$ cat config.mk
export PLATFORM = sky130hd
export DESIGN_NAME = tail_drop_byte_fifo_forwarder_top
export DESIGN_NICKNAME = d
export VERILOG_FILES = /design/src/design/tdf_pkg.sv /design/src/design/tail_drop_byte_fifo_forwarder_top.sv /design/src/design/tdf_store.sv
export SDC_FILE = /design/constraint.sdc
export NUM_CORES = 2
export LEC_CHECK = 0
export BUFFER_PORTS_ARGS = -buffer_cell sky130_fd_sc_hd__buf_2
export CAP_MARGIN = 25
export CORE_MARGIN = 2
export CORE_UTILIZATION = 60
export DETAILED_ROUTE_END_ITERATION = 16
export GPL_ROUTABILITY_DRIVEN = 0
export PLACE_DENSITY = 0.87
export SLEW_MARGIN = 20
export SYNTH_ARGS = -nofsm -noshare
export SYNTH_HDL_FRONTEND = slang
export SYNTH_SLANG_ARGS = --single-unit
$ cat constraint.sdc
create_clock -name clk -period 10.25 [get_ports clk]
set_input_delay 1.025 -clock clk [delete_from_list [all_inputs] [get_ports clk]]
set_output_delay 1.025 -clock clk [all_outputs]
set_load 0.01 [all_outputs]
$ cat src/design/tdf_pkg.sv
package tdf_pkg;

    localparam int QUEUE_DEPTH = 64;
    localparam int PTR_W       = $clog2(QUEUE_DEPTH);
    localparam int CNT_W       = $clog2(QUEUE_DEPTH + 1);

    localparam int LEN_W  = 16;
    localparam int SEQ_W  = 32;
    localparam int ID_W   = 2;
    localparam int HELD_W = 17;

    localparam int CFG_IDX_W  = 1;
    localparam int CFG_DATA_W = 16;

    localparam logic [CFG_IDX_W-1:0] CFG_FINITE_MODE  = 1'b0;
    localparam logic [CFG_IDX_W-1:0] CFG_BUFFER_BYTES = 1'b1;

    localparam logic [CFG_DATA_W-1:0] BUFFER_BYTES_RESET = 16'd16384;

    localparam logic ACT_ARRIVAL = 1'b0;
    localparam logic ACT_TX_DONE = 1'b1;

    localparam logic [2:0] EV_NONE       = 3'd0;
    localparam logic [2:0] EV_SENT_NOW   = 3'd1;
    localparam logic [2:0] EV_QUEUED     = 3'd2;
    localparam logic [2:0] EV_DROP_BYTES = 3'd3;
    localparam logic [2:0] EV_SENT_QUEUE = 3'd4;
    localparam logic [2:0] EV_DROP_FULL  = 3'd5;

    typedef struct packed {
        logic             action;
        logic [LEN_W-1:0] pkt_length;
        logic [SEQ_W-1:0] seq_number;
        logic [ID_W-1:0]  source_id;
        logic [ID_W-1:0]  dest_id;
    } in_item_t;

    typedef struct packed {
        logic [2:0]       event_kind;
        logic [LEN_W-1:0] out_length;
        logic [SEQ_W-1:0] out_seq;
        logic [ID_W-1:0]  out_source;
        logic [ID_W-1:0]  out_dest;
        logic [LEN_W-1:0] free_bytes;
        logic             free_valid;
    } out_item_t;

    typedef struct packed {
        logic [LEN_W-1:0] len;
        logic [SEQ_W-1:0] seq;
        logic [ID_W-1:0]  src;
        logic [ID_W-1:0]  dst;
    } desc_t;

    typedef struct packed {
        logic             en;
        logic [PTR_W-1:0] addr;
        desc_t            data;
    } store_wr_t;

endpackage

$ cat src/design/tail_drop_byte_fifo_forwarder_top.sv
// Tail-drop output port buffer for packet descriptors.
// Input channel (in_valid / in_stall / in_item): an item is either a packet
// arrival or a link transmit-done event. Output channel (out_valid /
// out_stall / out_item): exactly one result per input item, in order.
// Configuration: cfg_we with cfg_index / cfg_data writes finite_mode (index 0)
// or buffer_bytes (index 1); write only while no item is in flight.
// Throughput: one item per cycle while in_stall is low. Each item's decision, counter and byte
// update and FIFO write or pop happen in the cycle it is accepted; the head
// descriptor is kept prefetched in a register by the descriptor memory.
// Output: each result is registered in the output register, or in the second slot while that is held.
// Stall: a second output slot catches one result while out_stall is high;
// in_stall rises only once both slots are full, and drops the cycle after
// the receiver takes an item.
// Reset: link idle, queue empty, held bytes zero, finite_mode 1,
// buffer_bytes 16384. The descriptor memory is not cleared; entries are
// only read after they are written.
module tail_drop_byte_fifo_forwarder_top (
    input  logic                            clk,
    input  logic                            rst_n,
    input  logic                            in_valid,
    output logic                            in_stall,
    input  tdf_pkg::in_item_t               in_item,
    output logic                            out_valid,
    input  logic                            out_stall,
    output tdf_pkg::out_item_t              out_item,
    input  logic                            cfg_we,
    input  logic [tdf_pkg::CFG_IDX_W-1:0]   cfg_index,
    input  logic [tdf_pkg::CFG_DATA_W-1:0]  cfg_data
);

    logic                            finite_mode_reg;
    logic [tdf_pkg::LEN_W-1:0]       buffer_bytes_reg;
    logic                            link_busy_reg,   link_busy_next;
    logic [tdf_pkg::PTR_W-1:0]       head_ptr_reg,    head_ptr_next;
    logic [tdf_pkg::PTR_W-1:0]       tail_ptr_reg,    tail_ptr_next;
    logic [tdf_pkg::CNT_W-1:0]       entry_count_reg, entry_count_next;
    logic [tdf_pkg::HELD_W-1:0]      held_bytes_reg,  held_bytes_next;

    logic                            out_valid_reg, out_valid_next;
    logic                            skid_valid_reg, skid_valid_next;
    tdf_pkg::out_item_t              out_item_reg, skid_item_reg;

    tdf_pkg::desc_t                  pkt;
    tdf_pkg::desc_t                  head_data;
    tdf_pkg::store_wr_t              wr;
    tdf_pkg::out_item_t              res;

    logic                            accept;
    logic                            out_take;
    logic [tdf_pkg::HELD_W:0]        sum_bytes;
    logic                            over_bytes;
    logic                            queue_full;
    logic                            queue_empty;

    tdf_store u_store (
        .clk       (clk),
        .wr        (wr),
        .rd_addr   (head_ptr_next),
        .head_data (head_data)
    );

    assign accept   = in_valid && !skid_valid_reg;
    assign out_take = out_valid_reg && !out_stall;
    assign in_stall = skid_valid_reg;

    assign pkt.len = in_item.pkt_length;
    assign pkt.seq = in_item.seq_number;
    assign pkt.src = in_item.source_id;
    assign pkt.dst = in_item.dest_id;

    assign sum_bytes   = {2'b00, pkt.len} + {1'b0, held_bytes_reg};
    assign over_bytes  = sum_bytes > {2'b00, buffer_bytes_reg};
    assign queue_full  = entry_count_reg == tdf_pkg::CNT_W'(tdf_pkg::QUEUE_DEPTH);
    assign queue_empty = entry_count_reg == '0;

    always_comb
    begin
        link_busy_next   = link_busy_reg;
        head_ptr_next    = head_ptr_reg;
        tail_ptr_next    = tail_ptr_reg;
        entry_count_next = entry_count_reg;
        held_bytes_next  = held_bytes_reg;
        wr.en            = 1'b0;
        wr.addr          = tail_ptr_reg;
        wr.data          = pkt;
        res.event_kind   = tdf_pkg::EV_NONE;
        res.out_length   = pkt.len;
        res.out_seq      = pkt.seq;
        res.out_source   = pkt.src;
        res.out_dest     = pkt.dst;
        res.free_valid   = 1'b0;

        if (in_item.action == tdf_pkg::ACT_ARRIVAL)
        begin
            priority if (!link_busy_reg)
            begin
                if (accept)
                begin
                    link_busy_next = 1'b1;
                end
                res.event_kind = tdf_pkg::EV_SENT_NOW;
            end
            else if (finite_mode_reg && over_bytes)
            begin
                res.event_kind = tdf_pkg::EV_DROP_BYTES;
            end
            else if (queue_full)
            begin
                res.event_kind = tdf_pkg::EV_DROP_FULL;
            end
            else
            begin
                res.event_kind = tdf_pkg::EV_QUEUED;
                res.free_valid = finite_mode_reg;
                if (accept)
                begin
                    wr.en            = 1'b1;
                    tail_ptr_next    = (tail_ptr_reg == tdf_pkg::PTR_W'(tdf_pkg::QUEUE_DEPTH - 1))
                                       ? '0 : tail_ptr_reg + 1'b1;
                    entry_count_next = entry_count_reg + 1'b1;
                    if (finite_mode_reg)
                    begin
                        held_bytes_next = sum_bytes[tdf_pkg::HELD_W-1:0];
                    end
                end
            end
        end
        else if (queue_empty)
        begin
            res.event_kind = tdf_pkg::EV_NONE;
            res.out_length = '0;
            res.out_seq    = '0;
            res.out_source = '0;
            res.out_dest   = '0;
            if (accept)
            begin
                link_busy_next = 1'b0;
            end
        end
        else
        begin
            res.event_kind = tdf_pkg::EV_SENT_QUEUE;
            res.out_length = head_data.len;
            res.out_seq    = head_data.seq;
            res.out_source = head_data.src;
            res.out_dest   = head_data.dst;
            res.free_valid = finite_mode_reg;
            if (accept)
            begin
                link_busy_next   = 1'b1;
                head_ptr_next    = (head_ptr_reg == tdf_pkg::PTR_W'(tdf_pkg::QUEUE_DEPTH - 1))
                                   ? '0 : head_ptr_reg + 1'b1;
                entry_count_next = entry_count_reg - 1'b1;
                if (finite_mode_reg)
                begin
                    // saturate: mode may have been switched with bytes unaccounted
                    held_bytes_next = (held_bytes_reg >= {1'b0, head_data.len})
                                      ? held_bytes_reg - {1'b0, head_data.len} : '0;
                end
            end
        end

        res.free_bytes = (held_bytes_next >= {1'b0, buffer_bytes_reg})
                         ? '0
                         : tdf_pkg::LEN_W'({1'b0, buffer_bytes_reg} - held_bytes_next);
    end

    // two-slot output buffer
    always_comb
    begin
        out_valid_next  = out_valid_reg;
        skid_valid_next = skid_valid_reg;
        if (skid_valid_reg)
        begin
            if (out_take)
            begin
                skid_valid_next = 1'b0;
            end
        end
        else if (accept)
        begin
            out_valid_next = 1'b1;
            if (out_valid_reg && !out_take)
            begin
                skid_valid_next = 1'b1;
            end
        end
        else if (out_take)
        begin
            out_valid_next = 1'b0;
        end
    end

    always_ff @(posedge clk)
    begin
        if (skid_valid_reg)
        begin
            if (out_take)
            begin
                out_item_reg <= skid_item_reg;
            end
        end
        else if (accept)
        begin
            if (!out_valid_reg || out_take)
            begin
                out_item_reg <= res;
            end
            else
            begin
                skid_item_reg <= res;
            end
        end
    end

    always_ff @(posedge clk or negedge rst_n)
    begin
        if (!rst_n)
        begin
            finite_mode_reg  <= 1'b1;
            buffer_bytes_reg <= tdf_pkg::BUFFER_BYTES_RESET;
            link_busy_reg    <= 1'b0;
            head_ptr_reg     <= '0;
            tail_ptr_reg     <= '0;
            entry_count_reg  <= '0;
            held_bytes_reg   <= '0;
            out_valid_reg    <= 1'b0;
            skid_valid_reg   <= 1'b0;
        end
        else
        begin
            if (cfg_we)
            begin
                unique case (cfg_index)
                    tdf_pkg::CFG_FINITE_MODE:  finite_mode_reg  <= cfg_data[0];
                    tdf_pkg::CFG_BUFFER_BYTES: buffer_bytes_reg <= cfg_data;
                endcase
            end
            link_busy_reg   <= link_busy_next;
            head_ptr_reg    <= head_ptr_next;
            tail_ptr_reg    <= tail_ptr_next;
            entry_count_reg <= entry_count_next;
            held_bytes_reg  <= held_bytes_next;
            out_valid_reg   <= out_valid_next;
            skid_valid_reg  <= skid_valid_next;
        end
    end

    assign out_valid = out_valid_reg;
    assign out_item  = out_item_reg;

endmodule

$ cat src/design/tdf_store.sv
// Descriptor memory with a registered head read. Reading at the next head
// address each cycle keeps head_data equal to the entry at the head pointer;
// a write to that same address is forwarded.
module tdf_store (
    input  logic                       clk,
    input  tdf_pkg::store_wr_t         wr,
    input  logic [tdf_pkg::PTR_W-1:0]  rd_addr,
    output tdf_pkg::desc_t             head_data
);

    tdf_pkg::desc_t mem [tdf_pkg::QUEUE_DEPTH];
    tdf_pkg::desc_t head_data_reg;

    always_ff @(posedge clk)
    begin
        if (wr.en)
        begin
            mem[wr.addr] <= wr.data;
        end
        if (wr.en && (wr.addr == rd_addr))
        begin
            head_data_reg <= wr.data;
        end
        else
        begin
            head_data_reg <= mem[rd_addr];
        end
    end

    assign head_data = head_data_reg;

endmodule

==> qor.yml <==
status:
  outcome: "complete, no violations"
hold_path:
  hold_class: "primary input to async pin"
layout:
  fin_area_sq_um: 155900
  layout.nets: 6464
  largest_reg_flops: 3328
  final_cell_count_no_fill: 9591
  syn_to_final_growth_pct: 12.89
  fillers: 12456
  post-route-util_pct: 67.95
  drive_above_1_share_pct: 32.08
clocking:
  clk_path_buf_depth: 4
  clkSinkCount: 3534
  cts_tree: "done"
  cts_setup_buffers: 0
  clk_pin_slew_ns: 0.06
  postCtsHoldBufs: 0
  numCtsBuffers: 349
  clk_latency_ns: 0.99
  root_buffer: "clkbuf_16"
  cts_resized: 0
  cts_max_level: 5
power_and_ir_drop:
  clockPowerShare_pct: 30.9
  seq_power_share_pct: 39.6
  p_switching_mw: 13.31
  p_sw_share_pct: 31.17
  power_frac_comb_pct: 29.6
  internal_power_mw: 29.38
  powerDensity_nw_per_um2: 273.8
  ir_drop_uv: 257.9
  p_leak_nw: 49.07
synth:
  mappedNetlistArea_sq_um: 138100
  synth_edf_count: 3472
  ys_async_sr_fraction_pct: 1.585
  synth_cells: 5875
  yosys.area.top_type: "edfxtp_1"
  synth_top_area_share_pct: 75.49
  ys_seq_area_share_pct: 76.59
  synth_area_leaders: "edfxtp_1, mux4_2, dfrtp_1, ha_1, mux2_2"
  syn_area_per_cell_sq_um: 23.51
  ys_seq_elements: 3534
  synth_flop_cell: "edfxtp_1"
  synth_nets: 6040
  synth_common_cells: "edfxtp_1, mux4_2, clkbuf_1"
  ys_types: 71
  yosys_warnings: 0
  synth.most_common_cell: "edfxtp_1"
die:
  core_area_sq_um: 229500
  die-area_sq_um: 234000
  rows: 176
  die_w_um: 483.8
  die_h_um: 483.8
  num_io_pins: 149
  initial_core_util_pct: 60.19
route:
  drc: 0
  firstDrtPassIters: 9
  vias: 77093
  drt-total-wl_mm: 470.6
  drtIter0Drc: 15805
  wl_per_cell_um: 49.07
  viasPerCell: 8.038
  ant_nets: 0
timing:
  hold_viol_final: 0
  setup_violations: 0
  clock.fmax_mhz: 116.3
  drv_slew: 0
  slew_headroom_pct: 22.43
  tightest_slew_ns: 1.164
  period_minus_slack_ns: 8.597
  rsz0062_at_grt: "false"
  final.setup.tns_ns: 0
  timing.final.crit_share_pct: 83.87
  finalClockSkew_ns: 0.08010
grt:
  grt_pass1_wl_mm: 637.2
  grt_pass1_vias: 75897
  grt_usage_pct: 40.24
  grt_max_degree: 151
  antenna_found_initial: 30
  grt_remaining_overflow: 0
setup_path:
  critPathRequiredTime_ns: 10.95
  path_max_fanout: 61
  arrival_ns: 9.30
  setup.worst_path.end_class: "flop"
  start_kind: "flop"
  critical_path_class: "flop to flop"
placed_design:
  dpl.hpwl_mm: 233.6
  dp_cells: 8966
  placed_area_sq_um: 144500
  port_buffers: 148
job:
  maxCapViolations: 0
worst max-delay path, stage by stage, from the launching register on:
cell and delay (ns):
dfxtp_4 0.87, buf_12 0.48, mux4_2 0.60, mux4_2 0.53, mux4_2 0.60, inv_1 0.15, ha_1 0.28, nor2b_1 0.18
o31ai_1 0.56, a21oi_1 0.35, o211ai_1 0.36, nand2_1 0.27, and3_1 0.27, a21oi_1 0.30, mux2i_1 0.22, ha_1 0.33
nor2b_1 0.15, o2111ai_1 0.25, nor4b_1 0.42, nor2_1 0.21, a211o_1 0.30, a21oi_1 0.19, xor2_1 0.24, o31ai_1 0.10
placed cells by master, fill, tap and decap left out, types with 29 or more instances in the layout:
cell       netlist  final
edfxtp_1      3472   3472
mux4_2        1072   1072
clkbuf_16        0    357
buf_4            0    164
buf_2           82    122
mux2_2          91     91
nand2_1         86     86
ha_1            86     86
buf_12           0     73
nor2_1         134     69
nor2_4           0     64
clkbuf_1       175     64
clkinv_2         0     59
clkinv_1         1     57
o21ai_0         55     55
inv_1           53     53
dfrtp_1         54     53
a21oi_1         53     52
a22o_1          52     52
bufinv_16        0     39
mux2i_1         36     36
xnor2_1         29     29
power groups by stage:
stage          clock [mW]  sequential (mW)  combinational (mW)
2_1_floorplan           0             16.9                8.24
3_3_place_gp            0             17.1                11.2
3_5_place_dp            0             17.2                11.8
4_1_cts              13.1             16.9                12.3
5_1_grt              13.6             16.9                12.9
6_report             13.2             16.9                12.6
path summary, 6_finish.rpt:
kind	start	endpoint	slack, ns	depth (start not counted)
max	flop	out_item[16]	1.65	23
min	rst_n	buffer_bytes_reg[9]	0.1	1
max reg2reg	flop	out_item[16]	1.65	23
min reg2reg	buffer_bytes_reg[15]	buffer_bytes_reg[15]	0.52	1
max in group asynchronous	rst_n	buffer_bytes_reg[14]	9.16	2
min in group clk	cfg_data[11]	buffer_bytes_reg[11]	0.27	2
routing by layer:
| layer | vias to the layer above | track usage, % | routed length, um |
|---|---|---|---|
| li1 | 26104 | - | - |
| met1 | 38709 | 46.94 | 133000 |
| met2 | 9701 | 61.91 | 218800 |
| met3 | 2543 | 13.27 | 70450 |
| met4 | 36 | 31.74 | 48010 |
| met5 | - | 0.3266 | 322 |
kinds of logic after synthesis:
| family | count (synthesis) | synth area share (%) |
|---|---|---|
| AO/OA/AOI/OAI | 320 | 1.655 |
| flip-flops | 3534 | 76.59 |
| multiplexers | 1199 | 18.48 |
| buffers and inverters | 348 | 1.025 |
| XOR/XNOR | 42 | 0.2663 |
| AND/OR/NAND/NOR | 342 | 1.142 |
| adder cells (fa/ha/maj) | 90 | 0.8371 |
per-stage QoR:
stage          power [mW]  hold WS, ns  setup WS [ns]
2_1_floorplan       25.17       0.4608          2.279
3_3_place_gp        28.30       0.4842          1.321
3_5_place_dp        28.92       0.5041          1.013
4_1_cts             42.28      0.08622          1.847
5_1_grt             43.35       0.1451          1.330
6_report            42.69      0.09632          1.653
final cells by class:
cell class | instances | area [sq um] | share of cell area, %
Multi-Input combinational cell | 1993 | 31430 | 20.16
Tap cell | 3026 | 3786 | 2.428
Sequential cell | 3534 | 105800 | 67.86
Timing Repair Buffer | 366 | 3480 | 2.232
Antenna cell | 9 | 22.52 | 0.01444
Clock inverter | 183 | 1954 | 1.253
Clock buffer | 425 | 9229 | 5.919
Inverter | 55 | 214.0 | 0.1372
Power figures use the tool's default switching activity.
